<file path="config.mk">
export PLATFORM = sky130hd
export DESIGN_NAME = coil_drive_status_led_colorizer
export DESIGN_NICKNAME = d
export VERILOG_FILES = /design/src/design/cdslc_pkg.sv /design/src/design/coil_drive_status_led_colorizer.sv /design/src/design/cdslc_ctrl.sv /design/src/design/cdslc_dp.sv
export SDC_FILE = /design/constraint.sdc
export NUM_CORES = 1
export LEC_CHECK = 0
export ABC_CLOCK_PERIOD_IN_PS = 5750
export BUFFER_PORTS_ARGS = -buffer_cell sky130_fd_sc_hd__buf_2
export CAP_MARGIN = 20
export CELL_PAD_IN_SITES_DETAIL_PLACEMENT = 1
export CELL_PAD_IN_SITES_GLOBAL_PLACEMENT = 1
export CORE_MARGIN = 3
export CORE_UTILIZATION = 30
export CTS_CLUSTER_SIZE = 28
export DETAILED_ROUTE_END_ITERATION = 7
export GPL_TIMING_DRIVEN = 0
export PLACE_DENSITY = 0.53
export SLEW_MARGIN = 20
export SYNTH_ARGS = -nofsm -noshare
export SYNTH_HDL_FRONTEND = slang
export SYNTH_HIERARCHICAL = 1
export SYNTH_SLANG_ARGS = --single-unit
</file>
<file path="constraint.sdc">
create_clock -name clk_i -period 5.75 [get_ports clk_i]
set_clock_uncertainty 0.15 [all_clocks]
set_input_delay 0.575 -clock clk_i [delete_from_list [all_inputs] [get_ports clk_i]]
set_output_delay 0.575 -clock clk_i [all_outputs]
set_load 0.01 [all_outputs]
</file>
<file path="src/design/cdslc_pkg.sv">
// Shared types, codes and constants for the coil drive status LED colorizer.
`timescale 1ns / 1ps
`default_nettype none
package cdslc_pkg;

  localparam int LED_COUNT_DEF = 4;
  localparam int LED_COUNT_MAX = 4;

  localparam int CMD_W     = 16;
  localparam int FS_W      = 15;
  localparam int MAP_W     = 8;
  localparam int PHASE_W   = 16;
  localparam int LED_W     = 2;
  localparam int COLOR_W   = 8;
  localparam int GREEN_W   = 7;
  localparam int CFG_IDX_W = 8;
  localparam int CFG_DAT_W = 16;

  localparam int QUO_W   = 8;
  localparam int STEP_W  = 3;
  localparam int NUM_W   = 23;
  localparam int DSH_W   = FS_W + QUO_W - 1;

  localparam logic [COLOR_W-1:0] BRIGHT_CAP = 8'd160;
  localparam logic [GREEN_W-1:0] GREEN_BASE = 7'd16;
  localparam logic [COLOR_W-1:0] CHASE_DIM  = 8'd12;
  localparam logic [FS_W-1:0]    IDLE_DEN   = 15'd255;

  localparam logic [MAP_W-1:0] MAP_RESET = 8'd228;
  localparam logic [FS_W-1:0]  FS_RESET  = 15'd1000;

  localparam logic [CFG_IDX_W-1:0] CFG_LED_MAP    = 8'd0;
  localparam logic [CFG_IDX_W-1:0] CFG_FULL_SCALE = 8'd1;

  typedef enum logic [1:0] {
    MODE_RUN   = 2'd0,
    MODE_FAULT = 2'd1,
    MODE_BOOT  = 2'd2,
    MODE_IDLE  = 2'd3
  } mode_e;

  typedef enum logic [1:0] {
    ST_IDLE = 2'd0,
    ST_LOAD = 2'd1,
    ST_DIV  = 2'd2,
    ST_EMIT = 2'd3
  } state_e;

  typedef struct packed {
    logic             accept;
    logic             load;
    logic             step;
    logic             emit;
    logic             last;
    logic [LED_W-1:0] led;
  } cmd_t;

endpackage
`default_nettype wire

</file>
<file path="src/design/coil_drive_status_led_colorizer.sv">
// Top level of the coil drive status LED colorizer.
// A new request is taken only in idle: in_stall_o stays high until the last LED of the
// frame has been emitted, and an output stall holds the emit. Each LED takes one operand
// load, 8 steps of the shared radix-2 divider and one emit.
// Reset: asynchronous active low; clears phase, chase head and control, and restores
// led_to_coil_map to 228 and cmd_full_scale to 1000.
`timescale 1ns / 1ps
`default_nettype none
module coil_drive_status_led_colorizer #(
  parameter int LedCount = cdslc_pkg::LED_COUNT_DEF
) (
  input  wire logic                                clk_i,
  input  wire logic                                rst_ni,
  input  wire logic                                in_valid_i,
  output logic                                     in_stall_o,
  input  wire logic [1:0]                          mode_i,
  input  wire logic signed [cdslc_pkg::CMD_W-1:0]  coil_cmd_0_i,
  input  wire logic signed [cdslc_pkg::CMD_W-1:0]  coil_cmd_1_i,
  input  wire logic signed [cdslc_pkg::CMD_W-1:0]  coil_cmd_2_i,
  input  wire logic signed [cdslc_pkg::CMD_W-1:0]  coil_cmd_3_i,
  output logic                                     out_valid_o,
  input  wire logic                                out_stall_i,
  output logic [cdslc_pkg::LED_W-1:0]              led_index_o,
  output logic [cdslc_pkg::COLOR_W-1:0]            red_o,
  output logic [cdslc_pkg::GREEN_W-1:0]            green_o,
  output logic [cdslc_pkg::COLOR_W-1:0]            blue_o,
  output logic                                     frame_end_o,
  input  wire logic                                cfg_valid_i,
  output logic                                     cfg_ready_o,
  input  wire logic [cdslc_pkg::CFG_IDX_W-1:0]     cfg_index_i,
  input  wire logic [cdslc_pkg::CFG_DAT_W-1:0]     cfg_data_i
);

  cdslc_pkg::cmd_t cmd;

  assign cfg_ready_o = 1'b1;

  cdslc_ctrl #(
    .LedCount (LedCount)
  ) u_ctrl (
    .clk_i       (clk_i),
    .rst_ni      (rst_ni),
    .in_valid_i  (in_valid_i),
    .in_stall_o  (in_stall_o),
    .out_valid_o (out_valid_o),
    .out_stall_i (out_stall_i),
    .cmd_o       (cmd)
  );

  cdslc_dp #(
    .LedCount (LedCount)
  ) u_dp (
    .clk_i        (clk_i),
    .rst_ni       (rst_ni),
    .cmd_i        (cmd),
    .cfg_we_i     (cfg_valid_i && cfg_ready_o),
    .cfg_index_i  (cfg_index_i),
    .cfg_data_i   (cfg_data_i),
    .mode_i       (mode_i),
    .coil_cmd_0_i (coil_cmd_0_i),
    .coil_cmd_1_i (coil_cmd_1_i),
    .coil_cmd_2_i (coil_cmd_2_i),
    .coil_cmd_3_i (coil_cmd_3_i),
    .led_index_o  (led_index_o),
    .red_o        (red_o),
    .green_o      (green_o),
    .blue_o       (blue_o),
    .frame_end_o  (frame_end_o)
  );

  a_frame_end_last: assert property (@(posedge clk_i) disable iff (!rst_ni)
    out_valid_o && frame_end_o |-> led_index_o == cdslc_pkg::LED_W'(LedCount - 1))
    else $error("frame end on wrong LED");

  a_color_cap: assert property (@(posedge clk_i) disable iff (!rst_ni)
    out_valid_o |-> red_o <= cdslc_pkg::BRIGHT_CAP && blue_o <= cdslc_pkg::BRIGHT_CAP)
    else $error("color above cap");

  a_busy_after_accept: assert property (@(posedge clk_i) disable iff (!rst_ni)
    in_valid_i && !in_stall_o |=> in_stall_o)
    else $error("request taken while busy");

  a_frame_pending: assert property (@(posedge clk_i) disable iff (!rst_ni)
    out_valid_o && !frame_end_o |-> in_stall_o)
    else $error("idle before frame end");

endmodule
`default_nettype wire

</file>
<file path="src/design/cdslc_ctrl.sv">
// Controller state machine: sequences LEDs, divider steps and output handshake.
`timescale 1ns / 1ps
`default_nettype none
module cdslc_ctrl #(
  parameter int LedCount = cdslc_pkg::LED_COUNT_DEF
) (
  input  wire logic            clk_i,
  input  wire logic            rst_ni,
  input  wire logic            in_valid_i,
  output logic                 in_stall_o,
  output logic                 out_valid_o,
  input  wire logic            out_stall_i,
  output cdslc_pkg::cmd_t      cmd_o
);

  cdslc_pkg::state_e state_q, state_d;
  logic [cdslc_pkg::STEP_W-1:0] step_q, step_d;
  logic [cdslc_pkg::LED_W-1:0]  led_q, led_d;
  logic                         out_valid_q, out_valid_d;
  logic                         last;
  logic                         emit_ok;

  assign last    = (led_q == cdslc_pkg::LED_W'(LedCount - 1));
  assign emit_ok = !out_valid_q || !out_stall_i;

  always_comb begin
    state_d = state_q;
    case (state_q)
      cdslc_pkg::ST_IDLE: begin
        if (in_valid_i) state_d = cdslc_pkg::ST_LOAD;
      end
      cdslc_pkg::ST_LOAD: begin
        state_d = cdslc_pkg::ST_DIV;
      end
      cdslc_pkg::ST_DIV: begin
        if (step_q == cdslc_pkg::STEP_W'(cdslc_pkg::QUO_W - 1)) state_d = cdslc_pkg::ST_EMIT;
      end
      cdslc_pkg::ST_EMIT: begin
        if (emit_ok) state_d = last ? cdslc_pkg::ST_IDLE : cdslc_pkg::ST_LOAD;
      end
      default: state_d = cdslc_pkg::ST_IDLE;
    endcase
  end

  always_comb begin
    in_stall_o    = (state_q != cdslc_pkg::ST_IDLE);
    cmd_o.accept  = (state_q == cdslc_pkg::ST_IDLE) && in_valid_i;
    cmd_o.load    = (state_q == cdslc_pkg::ST_LOAD);
    cmd_o.step    = (state_q == cdslc_pkg::ST_DIV);
    cmd_o.emit    = (state_q == cdslc_pkg::ST_EMIT) && emit_ok;
    cmd_o.last    = last;
    cmd_o.led     = led_q;
    out_valid_o   = out_valid_q;
  end

  always_comb begin
    step_d      = step_q;
    led_d       = led_q;
    out_valid_d = out_valid_q;
    if (cmd_o.load) step_d = '0;
    if (cmd_o.step) step_d = step_q + 1'b1;
    if (cmd_o.accept) led_d = '0;
    if (cmd_o.emit && !last) led_d = led_q + 1'b1;
    if (cmd_o.emit) begin
      out_valid_d = 1'b1;
    end else if (!out_stall_i) begin
      out_valid_d = 1'b0;
    end
  end

  always_ff @(posedge clk_i or negedge rst_ni) begin
    if (!rst_ni) begin
      state_q     <= cdslc_pkg::ST_IDLE;
      step_q      <= '0;
      led_q       <= '0;
      out_valid_q <= 1'b0;
    end else begin
      state_q     <= state_d;
      step_q      <= step_d;
      led_q       <= led_d;
      out_valid_q <= out_valid_d;
    end
  end

endmodule
`default_nettype wire

</file>
<file path="src/design/cdslc_dp.sv">
// Datapath: config, phase and chase head, shared radix-2 divider, color result register.
`timescale 1ns / 1ps
`default_nettype none
module cdslc_dp #(
  parameter int LedCount = cdslc_pkg::LED_COUNT_DEF
) (
  input  wire logic                              clk_i,
  input  wire logic                              rst_ni,
  input  wire cdslc_pkg::cmd_t                   cmd_i,
  input  wire logic                              cfg_we_i,
  input  wire logic [cdslc_pkg::CFG_IDX_W-1:0]   cfg_index_i,
  input  wire logic [cdslc_pkg::CFG_DAT_W-1:0]   cfg_data_i,
  input  wire logic [1:0]                        mode_i,
  input  wire logic signed [cdslc_pkg::CMD_W-1:0] coil_cmd_0_i,
  input  wire logic signed [cdslc_pkg::CMD_W-1:0] coil_cmd_1_i,
  input  wire logic signed [cdslc_pkg::CMD_W-1:0] coil_cmd_2_i,
  input  wire logic signed [cdslc_pkg::CMD_W-1:0] coil_cmd_3_i,
  output logic [cdslc_pkg::LED_W-1:0]            led_index_o,
  output logic [cdslc_pkg::COLOR_W-1:0]          red_o,
  output logic [cdslc_pkg::GREEN_W-1:0]          green_o,
  output logic [cdslc_pkg::COLOR_W-1:0]          blue_o,
  output logic                                   frame_end_o
);

  localparam int CW = cdslc_pkg::COLOR_W;
  localparam int GW = cdslc_pkg::GREEN_W;
  localparam int NW = cdslc_pkg::NUM_W;
  localparam int DW = cdslc_pkg::DSH_W;

  logic [cdslc_pkg::MAP_W-1:0]   map_q;
  logic [cdslc_pkg::FS_W-1:0]    fs_q;
  logic [cdslc_pkg::PHASE_W-1:0] phase_q, phase_d;
  logic [cdslc_pkg::LED_W-1:0]   head_q, head_d;
  cdslc_pkg::mode_e              mode_q;
  logic [cdslc_pkg::CMD_W-1:0]   coil_q [cdslc_pkg::LED_COUNT_MAX];

  logic [NW-1:0]                 rem_q, rem_d;
  logic [DW-1:0]                 dsh_q, dsh_d;
  logic [cdslc_pkg::QUO_W-1:0]   quo_q, quo_d;
  logic                          sat_q, sat_d;
  logic                          neg_q, neg_d;
  logic                          zero_q, zero_d;

  logic [CW-1:0]                 red_q, red_d;
  logic [GW-1:0]                 green_q, green_d;
  logic [CW-1:0]                 blue_q, blue_d;
  logic [cdslc_pkg::LED_W-1:0]   led_q;
  logic                          frame_end_q;

  logic [1:0]                    coil_sel;
  logic [cdslc_pkg::CMD_W-1:0]   raw;
  logic [cdslc_pkg::CMD_W-1:0]   mag;
  logic [cdslc_pkg::FS_W-1:0]    fs_eff;
  logic [8:0]                    tri_x;
  logic [7:0]                    tri_t;
  logic [NW-1:0]                 num_run;
  logic [NW-1:0]                 num_idle;
  logic                          ge;
  logic [CW-1:0]                 lvl;

  // Run mode operands
  assign coil_sel = map_q[{cmd_i.led, 1'b0} +: 2];
  assign raw      = coil_q[coil_sel];
  assign mag      = raw[cdslc_pkg::CMD_W-1] ? cdslc_pkg::CMD_W'(-raw) : raw;
  assign fs_eff   = (fs_q == '0) ? cdslc_pkg::FS_W'(1) : fs_q;
  assign num_run  = (NW'(mag) << 7) + (NW'(mag) << 5);

  // Idle mode operands: triangle wave of phase times four
  assign tri_x    = {phase_q[6:0], 2'b00};
  assign tri_t    = tri_x[8] ? 8'(9'h1FF - tri_x) : tri_x[7:0];
  assign num_idle = (NW'(tri_t) << 7) + (NW'(tri_t) << 5);

  assign ge = (rem_q >= NW'(dsh_q));

  always_comb begin
    phase_d = phase_q;
    head_d  = head_q;
    if (cmd_i.accept) begin
      phase_d = phase_q + 1'b1;
      if (phase_d[2:0] == 3'b000) begin
        if (phase_d == '0 || head_q == cdslc_pkg::LED_W'(LedCount - 1)) begin
          head_d = '0;
        end else begin
          head_d = head_q + 1'b1;
        end
      end
    end
  end

  always_comb begin
    rem_d  = rem_q;
    dsh_d  = dsh_q;
    quo_d  = quo_q;
    sat_d  = sat_q;
    neg_d  = neg_q;
    zero_d = zero_q;
    if (cmd_i.load) begin
      quo_d = '0;
      if (mode_q == cdslc_pkg::MODE_IDLE) begin
        rem_d  = num_idle;
        dsh_d  = {cdslc_pkg::IDLE_DEN, 7'b0};
        sat_d  = 1'b0;
        neg_d  = 1'b0;
        zero_d = 1'b0;
      end else begin
        rem_d  = num_run;
        dsh_d  = {fs_eff, 7'b0};
        sat_d  = (mag >= cdslc_pkg::CMD_W'(fs_eff));
        neg_d  = raw[cdslc_pkg::CMD_W-1];
        zero_d = (raw == '0);
      end
    end else if (cmd_i.step) begin
      if (ge) rem_d = rem_q - NW'(dsh_q);
      quo_d = {quo_q[cdslc_pkg::QUO_W-2:0], ge};
      dsh_d = dsh_q >> 1;
    end
  end

  assign lvl = sat_q ? cdslc_pkg::BRIGHT_CAP : quo_q;

  always_comb begin
    red_d   = '0;
    green_d = '0;
    blue_d  = '0;
    case (mode_q)
      cdslc_pkg::MODE_FAULT: begin
        red_d = phase_q[3] ? cdslc_pkg::BRIGHT_CAP : '0;
      end
      cdslc_pkg::MODE_BOOT: begin
        blue_d = (cmd_i.led == head_q) ? cdslc_pkg::BRIGHT_CAP : cdslc_pkg::CHASE_DIM;
      end
      cdslc_pkg::MODE_IDLE: begin
        red_d   = quo_q;
        green_d = GW'(quo_q >> 1);
      end
      cdslc_pkg::MODE_RUN: begin
        green_d = cdslc_pkg::GREEN_BASE;
        if (!zero_q) begin
          if (neg_q) begin
            red_d = lvl;
          end else begin
            blue_d = lvl;
          end
        end
      end
      default: begin
        red_d = '0;
      end
    endcase
  end

  always_ff @(posedge clk_i or negedge rst_ni) begin
    if (!rst_ni) begin
      map_q   <= cdslc_pkg::MAP_RESET;
      fs_q    <= cdslc_pkg::FS_RESET;
      phase_q <= '0;
      head_q  <= '0;
    end else begin
      phase_q <= phase_d;
      head_q  <= head_d;
      if (cfg_we_i && cfg_index_i == cdslc_pkg::CFG_LED_MAP) begin
        map_q <= cfg_data_i[cdslc_pkg::MAP_W-1:0];
      end
      if (cfg_we_i && cfg_index_i == cdslc_pkg::CFG_FULL_SCALE) begin
        fs_q <= cfg_data_i[cdslc_pkg::FS_W-1:0];
      end
    end
  end

  always_ff @(posedge clk_i) begin
    if (cmd_i.accept) begin
      mode_q    <= cdslc_pkg::mode_e'(mode_i);
      coil_q[0] <= coil_cmd_0_i;
      coil_q[1] <= coil_cmd_1_i;
      coil_q[2] <= coil_cmd_2_i;
      coil_q[3] <= coil_cmd_3_i;
    end
    rem_q  <= rem_d;
    dsh_q  <= dsh_d;
    quo_q  <= quo_d;
    sat_q  <= sat_d;
    neg_q  <= neg_d;
    zero_q <= zero_d;
    if (cmd_i.emit) begin
      red_q       <= red_d;
      green_q     <= green_d;
      blue_q      <= blue_d;
      led_q       <= cmd_i.led;
      frame_end_q <= cmd_i.last;
    end
  end

  assign led_index_o = led_q;
  assign red_o       = red_q;
  assign green_o     = green_q;
  assign blue_o      = blue_q;
  assign frame_end_o = frame_end_q;

endmodule
`default_nettype wire

</file>
; ---- Word level (Yosys, flattened, before mapping)
; Memories as Yosys holds them, arrays and structs flattened.
; Cells that the tools add are included.
[word_totals]
n_memories = 1
inputBits = 95
mem_bits_rw = 64
elab_cells = 106
out_inout_bits = 29
regBits = 133
[classes]
mux = 34
eq_ne = 15
shifts = 1
n_addsub = 9
magnitude_cmp = 2
reduce_logical = 24
[mem_list]
columns = name, words, word_bits, read_ports, rd_clocked_by_memory_dff, write_ports, line_no
row1 = u_dp.coil_q, 4, 16, 1, 0, 4, cdslc_dp.sv:35  ; logic [cdslc_pkg::CMD_W-1:0] coil_q [cdslc_pkg::LED_COUNT_MAX];
[ops]
columns = cell, n
row1 = 23-bit 2-to-1 mux, 4
row2 = 22-bit 2-to-1 mux, 3
row3 = 8-bit 2-to-1 mux, 8
row4 = 16-bit zero test, 2
row5 = 8-bit one-hot mux with 3 select lines, 1
row6 = 23-bit by 21-bit adder with 23-bit output, 1
row7 = 23-bit by 22-bit greater-or-equal comparator with 1-bit output, 1
row8 = 23-bit by 22-bit subtractor with 23-bit output, 1
row9 = 15-bit by 13-bit adder with 16-bit output, 1
row10 = 16-bit by 1-bit adder with 16-bit output (second input constant), 1
row11 = 16-bit by 15-bit greater-or-equal comparator with 1-bit output, 1
row12 = 16-bit 2-to-1 mux, 1
row13 = 16-bit negator, 1
row14 = 8-bit one-hot mux with 2 select lines, 1
row15 = 15-bit zero test, 1
row16 = 15-bit 2-to-1 mux, 1
row17 = 7-bit one-hot mux with 2 select lines, 1
row18 = 2-bit == test (second input constant), 6
row19 = 2-bit 2-to-1 mux, 6
row20 = 8-bit by 1-bit == test with 1-bit output (second input constant), 1
row21 = 8-bit zero test, 1
row22 = 2-bit one-hot mux with 4 select lines, 1
row23 = 2-bit nonzero test, 4
row24 = 8-bit by 4-bit indexed part select with 2-bit output, 1
row25 = 17 further kinds, 35

; ---- Depth between registers and ports, before layout
; Gate-level depths: netlist (run 1).
; An unclocked memory read counts as a cell.
[depth]
ltp_word = 7
mapped_depth = 23
depth_no_buf = 20

; ---- By module
; The synthesis (run 1) kept the hierarchy.
[by_module_without_submodules]
columns = mod, seq_area_each_um2, area_each_um2, n_inst, cells_each
row1 = cdslc_dp, 5402.7, 10719.0, 1, 927
row2 = cdslc_ctrl, 200.2, 521.8, 1, 50
row3 = coil_drive_status_led_colorizer, 0.0, 11.3, 1, 2

; ---- Least setup slack after synthesis (run 1)
; OpenSTA, ideal clock, no wires.
[synth_timing]
path_kind = reg2reg
startpoint = register u_ctrl/led_q[0] (netlist bit)
endpoint = register u_dp.rem_q[20], data pin
arrival_ps = 4744
setup_slack_ps = 601
period_less_slack_ps = 5149
setup_ps = 255
path_buffers = 4
t_required_ps = 5345
path_stages_with_launch = 21
path_cell_list = dfrtp_1 -> mux4_2 -> buf_6 -> buf_12 -> buf_6 -> mux2i_1 -> mux2i_4 -> clkbuf_1 -> o21ai_0 -> ha_1 -> a211o_1 -> o211ai_1 -> a21oi_1 -> o41a_2 -> a32o_1 -> o21ai_1 -> nand3_2 -> nand2_2 -> a21oi_2 -> or3_1 -> a31o_1
[synth_between]
elab_chain_cells = 7
[synth_lines]
columns = element, line_no
row1 = from (decl), cdslc_ctrl.sv:18  ; logic [cdslc_pkg::LED_W-1:0] led_q, led_d;
row2 = from (signal assigned), cdslc_ctrl.sv:80  ; led_q <= led_d;
row3 = 8-bit by 4-bit indexed part select with 2-bit output (*), cdslc_dp.sv:62  ; assign coil_sel = map_q[{cmd_i.led, 1'b0} +: 2];
row4 = memory 4 x 16 bit (*), -
row5 = 16-bit negator, cdslc_dp.sv:64  ; assign mag = raw[cdslc_pkg::CMD_W-1] ? cdslc_pkg::CMD_W'(-raw) : raw;
row6 = 16-bit 2-to-1 mux (*), cdslc_dp.sv:64
row7 = 23-bit by 21-bit adder with 23-bit output (*), cdslc_dp.sv:66  ; assign num_run = (NW'(mag) << 7) + (NW'(mag) << 5);
row8 = 23-bit 2-to-1 mux (*), cdslc_dp.sv:99  ; if (mode_q == cdslc_pkg::MODE_IDLE) begin
row9 = 23-bit 2-to-1 mux (*), cdslc_dp.sv:97  ; if (cmd_i.load) begin
row10 = named net u_dp.rem_d[20], cdslc_dp.sv:37  ; logic [NW-1:0] rem_q, rem_d;
row11 = to (signal assigned), cdslc_dp.sv:178  ; rem_q <= rem_d;
row12 = to (decl), cdslc_dp.sv:37
; Mark *: on every way through the listed nets, which the timed path passes. The rest lies on a longest branch.
; A chain may end at the register's enable or synchronous reset.

; ---- Final worst setup path (run 1)
[layout_timing]
startpoint = register u_ctrl/led_q[0] (netlist bit)
endpoint = register u_dp.rem_q[18], data pin
; The elaborated chain is that of the path after synthesis.

==> results of run 1 <==
[Yosys cell counts (6+ instances only)]
cell	n	area (sq um)
dfstp_2	10	263
dfrtp_1	39	976
nand4_1	12	75.1
o21a_1	11	82.6
o211ai_1	9	67.6
clkbuf_1	21	78.8
xor2_1	23	201
dfxtp_1	8	160
mux2i_1	35	350
a31oi_1	7	43.8
xnor2_1	41	359
inv_1	69	259
and3_1	7	43.8
nor2b_1	14	87.6
nand3_1	23	115
nand2_1	49	184
a21oi_1	40	200
a21o_1	17	128
nor2_1	65	244
mux4_2	11	248
mux2_2	27	304
o22ai_1	8	50.1
nor3_1	23	115
edfxtp_1	140	4200
nor4_1	6	37.5
ha_1	72	901
nand2b_1	11	68.8
and2_1	21	131
o21ai_0	62	310
[worst max-delay path by stage]
| stage | slack (ns) | end | startpoint | cells after the start |
|---|---|---|---|---|
| finish | 0.19 | u_dp/rem_q[18] | u_ctrl/led_q[0] | 19 |
| detailed placement | -0.45 | u_dp/rem_q[20] | u_ctrl/led_q[0] | 20 |
| global route | -0.05 | u_dp/rem_q[22] | u_ctrl/led_q[0] | 20 |
| global placement | -0.40 | u_dp/rem_q[22] | u_ctrl/led_q[0] | 20 |
| floorplan | 0.60 | u_dp/rem_q[20] | u_ctrl/led_q[0] | 20 |
| CTS | 0.03 | u_dp/rem_q[20] | u_ctrl/led_q[0] | 21 |
[power by group]
| part | internal [W] | switching (W) |
|---|---|---|
| Combinational | 0.00145 | 0.00215 |
| Sequential | 0.00215 | 0.000185 |
| Clock | 0.000690 | 0.000559 |
| Total | 0.00429 | 0.00289 |
[per-layer routing]
| layer | up-vias | GRT usage [%] | wire length (um) |
|---|---|---|---|
| met2 | 112 | 24.7 | 13800 |
| met5 | - | 0 | 7 |
| met3 | 27 | 2.85 | 935 |
| met1 | 3889 | 20.0 | 13800 |
| met4 | 2 | 4.70 | 484 |
| li1 | 3890 | - | - |
[worst max-delay path, cell delays in order (launching register included)]
cell and delay (ns):
dfrtp_2 0.43, mux4_2 0.57, buf_12 0.18, buf_8 0.16, mux4_2 0.51, inv_2 0.12
ha_2 0.22, nor2_1 0.07, xor2_1 0.32, ha_2 0.39, o211ai_1 0.32, a21oi_2 0.15
o41a_2 0.43, a32o_1 0.28, o21ai_1 0.17, nand3_2 0.14, a21oi_1 0.18, o21ba_2 0.19
xor2_1 0.20, o22ai_1 0.10
[registers in the layout, indices dropped and copies added (netlist names), 7 cells and up]
signal,cells
u_dp/phase_q,16
u_dp/rem_q,23
u_dp/blue_o,8
u_dp/coil_q,64
u_dp/quo_q,8
u_dp/green_o,7
u_dp/map_q,8
u_dp/dsh_q,22
u_dp/fs_q,15
u_dp/red_o,8
[logic make-up after synthesis]
logic type               Yosys count
AND/OR/NAND/NOR                  259
AO/OA/AOI/OAI                    203
flip-flops                       197
buffers and inverters            102
multiplexers                      78
adder cells (fa/ha/maj)           75
XOR/XNOR                          64
other                              1
[timing repair]
| item | CTS | global route |
|---|---|---|
| setup endpoints to repair | 5 | 4 |
| pin swaps | 0 | 7 |
| endpoints found under the hold margin | 0 | 0 |
| gates resized for setup | 4 | 21 |
| setup buffers | 1 | 13 |
| hold buffers | 0 | 0 |
[stage by stage]
stage / utilization, % / std cells / setup TNS, ns
3_3_place_gp: 33.8 / 1568 / -1.46
6_report: 36.1 / 1615 / 0
3_5_place_dp: 33.9 / 1569 / -1.64
4_1_cts: 35.6 / 1602 / 0
5_1_grt: 36.1 / 1615 / -0.0469
2_1_floorplan: - / 979 / 0
[cell type report]
type,count,area (sq um)
clock buffer,21,472
fill,4093,23500
inverter,70,263
buffer,32,221
sequential,197,5600
tap,468,586
timing repair buffer,136,741
multi-input combinational,680,5270
clock inverter,11,138
==> results.md, run 1 <==
- Outcome: completed
- Initial core utilization: 30.6%
- Final setup viols: 0
- Worst Setup Start Kind: register
- I/O pins: 124
- Max Root-Sink Buffers: 2
- GRT Util Overall: 15.0%
- Routed vias/inst: 4.90
- Most frequent cells in the layout: edfxtp_1, buf_2, ha_1, inv_1, nor2_1
- WHS: 0.00188 ns
- Flops & latches, synth: 197
- Top_reg_cell synth: edfxtp_1
- Reg-to-reg slack, setup: 0.19 ns
- Area delta synth->final: 18.1%
- Initial antenna violation count: 1
- CP max FO: 10
- Post-DR wirelength/cell: 18.0 um
- Sink Count: 197
- First-pass GRT wire length: 46,000 um
- Max Slew Vio Count: 0
- Reg2reg end: u_dp/rem_q[18]
- Max Fclk: 180 MHz
- FP Rows: 70
- Largest family of logic cells by synthesized area: simple AND/OR/NAND/NOR gates
- Max_cap viols: 0
- Final non-filler cell area: 13,300 sq um
- Area after DPL: 12,500 sq um
- Starting DRT DRC Count: 271
- Mapped Avg Cell Area: 11.5 sq um
- Async set-or-reset flop fraction in the synthesized netlist: 24.9%
- Worst Path Arrival: 5.58 ns
- Buffers on Ports: 121
- HP Class: input pin to asynchronous set/reset pin
- Hpwl dp: 22,300 um
- Clock-pin slew on the worst setup and hold paths: 0.07 ns
- Total global routing overflow: 0
- Minimum clock period after layout: 5.56 ns
- Core area: 36,800 sq um
- Worst-Margin Slew: 0.800 ns
- Largest net degree at the start of global routing: 60
- Antenna cell count: 0
- Via count: 7,920
- Number of CTS-inserted buffers: 17
- Die Wd: 200 um
- Leakage: 5.35 nW
- P per Cell Area: 540 nW/um^2
- Setup CP Type: register to register
- CTS H-Tree Depth: 4
- Adder-Cell Fraction of Synth Area: 8.45%
- Syn Inst Count: 979
- Compound-gate portion of the synthesized area: 11.7%
- Seq/Total Area, Yosys: 49.8%
- Synth Area in XOR/XNOR: 4.98%
- Final WS setup: 0.193 ns
- Net Count, Synth: 1,148
- Yosys warns: 6
- Rel. slew slack: 45.2%
- Layout cells sized above 1: 24.3%
- Part of the cycle the worst path needs: 96.6%
- Worst path required time: 5.77 ns
- Gpl congestion: 0.776
- TritonCTS clock tree: yes
- Detailed Routing Iterations Pass 1: 4
- Crit. End Element: register
- Mux cell area share after synthesis: 8.73%
- Simple-Gate Fraction of Synth Area: 12.1%
- DR DRC count: 0
- Die ar.: 39,900 sq um
- Netlist Area Pre-Place: 11,300 sq um
- DRT antenna net count: 0
- Most common cell after layout, fill and taps aside: edfxtp_1
- Post-synth EDFFs: 140
- Clock latency on the worst-skew pair: 0.46 ns
- Vias in the first global route: 8,353
- Final number of hold-violating endpoints: 0
- Final Power: 0.00718 W
- Nets: 1,303
- Pre-CTS setup slack: -0.449 ns
- Yosys cell types: 90
- Total wire length: 29,100 um
- Peak supply drop: 0.251 mV
- Root buffer cell: clkbuf_16
- R2R depth: 19
- Worst r2r src: u_ctrl/led_q[0]
- Die Span Y: 200 um
Power figures use the tool's default switching activity.
==> run 2, diff against run 1 <==
CTS_BUF_LIST = sky130_fd_sc_hd__clkbuf_8   (was not set)
==> results.md, run 2 (same netlist as run 1, synthesis figures left out) <==
- Top flop regs: u_dp/coil_q x64, u_dp/rem_q x23, u_dp/dsh_q x22
- Max Root-Sink Buffers: 2
- Clock-pin slew on the worst setup and hold paths: 0.10 ns
- Outcome: completed
- Crit. End Element: register
- Minimum clock period after layout: 5.55 ns
- FP Rows: 70
- Most frequent cells in the layout: edfxtp_1, buf_2, inv_1, ha_1, nor2_1
- Die ar.: 39,900 sq um
- Max_cap viols: 0
- Max Fclk: 180 MHz
- TritonCTS clock tree: yes
- DRT antenna net count: 0
- Worst-Margin Slew: 0.796 ns
- Nets: 1,304
- Number of CTS-inserted buffers: 17
- I/O pins: 124
- DR DRC count: 0
- Buffers on Ports: 121
- WHS: 0.101 ns
- Fillers: 4,112
- Worst path required time: 5.82 ns
- Post-DR wirelength/cell: 18.0 um
- WHS Path Cells: 1
- First-pass GRT wire length: 45,900 um
- Worst Setup Start Kind: register
- Layout Cells excl Fill: 1,616
- Most common cell after layout, fill and taps aside: edfxtp_1
- Clock latency on the worst-skew pair: 0.50 ns
- Pre-CTS setup slack: -0.449 ns
- Total wire length: 29,100 um
- Detailed Routing Iterations Pass 1: 4
- Cell Chain, Critical Path: mux4_2 -> buf_12 -> buf_8 -> mux4_2 -> inv_2 -> ha_2 -> nand2_2 -> nand2_2 -> xnor2_2 -> ha_2 -> o211ai_1 -> a21oi_2 -> o41a_2 -> a32o_1 -> o21ai_1 -> nand3_2 -> a21oi_2 -> o21ba_2 -> mux2i_1 -> o211ai_1
- Largest register FFs: 64
- Leakage: 5.27 nW
- Hpwl dp: 22,300 um
- Antenna cell count: 0
- Root buffer cell: clkbuf_8
- Final WS setup: 0.201 ns
- Vias in the first global route: 8,364
- Slowest stage cell, crit path: mux4_2
- Rel. slew slack: 45.4%
- Largest net degree at the start of global routing: 60
- Biggest register: u_dp/coil_q
- Slowest stage delay, CP: 0.57 ns
- Placed instance count: 1,569
- Sink Count: 197
- HP Class: input pin to register
- Final setup viols: 0
- Layout cells sized above 1: 24.5%
- Via count: 7,958
- Routed vias/inst: 4.92
- Final number of hold-violating endpoints: 0
- Max Slew Vio Count: 0
- Peak supply drop: 0.180 mV
- Die Span Y: 200 um
- Setup CP Type: register to register
- CTS H-Tree Depth: 4
- P per Cell Area: 527 nW/um^2
- Worst Path Arrival: 5.62 ns
- Core area: 36,800 sq um
- Total global routing overflow: 0
- Area delta synth->final: 16.7%
- Part of the cycle the worst path needs: 96.5%
- Initial core utilization: 30.6%
- Die Wd: 200 um
- CP max FO: 10
- GRT Util Overall: 14.9%
- Final Power: 0.00692 W
- Initial antenna violation count: 1
- Starting DRT DRC Count: 287
- Gpl congestion: 0.776
- R2R depth: 20
-- run 2: repair_timing --
action                                  4_1_cts  5_1_grt
endpoints found under the setup margin        5        4
hold buffers                                  1        0
resized for setup                             4       23
endpoints found under the hold margin        39        0
pin swaps                                     0        7
buffers inserted                              1       13
-- run 2: worst paths after layout --
check                      slack (ns)            start                 to
setup reg to reg                 0.20  u_ctrl/led_q[0]     u_dp/rem_q[22]
min in group asynchronous        0.50           rst_ni  u_ctrl/state_q[0]
max in group asynchronous        4.45           rst_ni    u_ctrl/led_q[0]
setup / recovery                 0.20  u_ctrl/led_q[0]     u_dp/rem_q[22]
hold reg to reg                  0.37    u_dp/map_q[0]      u_dp/map_q[0]
hold / removal                   0.10  coil_cmd_3_i[4]  u_dp/coil_q[3][4]
-- run 2: final cells by class --
| class | count | area, sq um | share of cell area, % |
|---|---|---|---|
| timing repair buffer | 137 | 751 | 5.72 |
| sequential | 197 | 5600 | 42.7 |
| tap | 468 | 586 | 4.46 |
| inverter | 70 | 263 | 2.00 |
| multi-input combinational | 680 | 5280 | 40.2 |
| clock buffer | 18 | 248 | 1.89 |
| clock inverter | 14 | 175 | 1.33 |
| buffer | 32 | 221 | 1.69 |
-- run 2: through the flow --
stage	util [%]	setup TNS (ns)	area [sq um]
after floorplan	-	0	11300
after CTS	35.1	0	12900
final	35.7	0	13100
after detailed placement	33.9	-1.64	12500
after global placement	33.8	-1.46	12400
after global routing	35.7	-0.0521	13100
-- run 2: per-layer routing --
| metal | global-route usage [%] | vias up | part of all wire, % |
|---|---|---|---|
| met2 | 24.5 | 139 | 47 |
| met1 | 19.9 | 3897 | 47 |
| li1 | - | 3886 | - |
| met5 | 0 | - | 0.024 |
| met4 | 4.63 | 2 | 2.0 |
| met3 | 3.05 | 34 | 3.4 |
-- run 2: where the power goes --
part	switching [W]	total [W]	internal [W]
registers	0.000185	0.00233	0.00214
logic	0.00216	0.00362	0.00146
clock network	0.000521	0.000970	0.000449
-- run 2: critical path: cells and delay by family (launching register included) --
family,cells,cell delay [ns]
and+or+nand+nor,3,0.41
adders and majority gates,2,0.57
xor gates and xnor gates,1,0.16
AOI/OAI and AO/OA,8,1.78
muxes,3,1.31
DFF,1,0.45
buffers and inverters,3,0.46
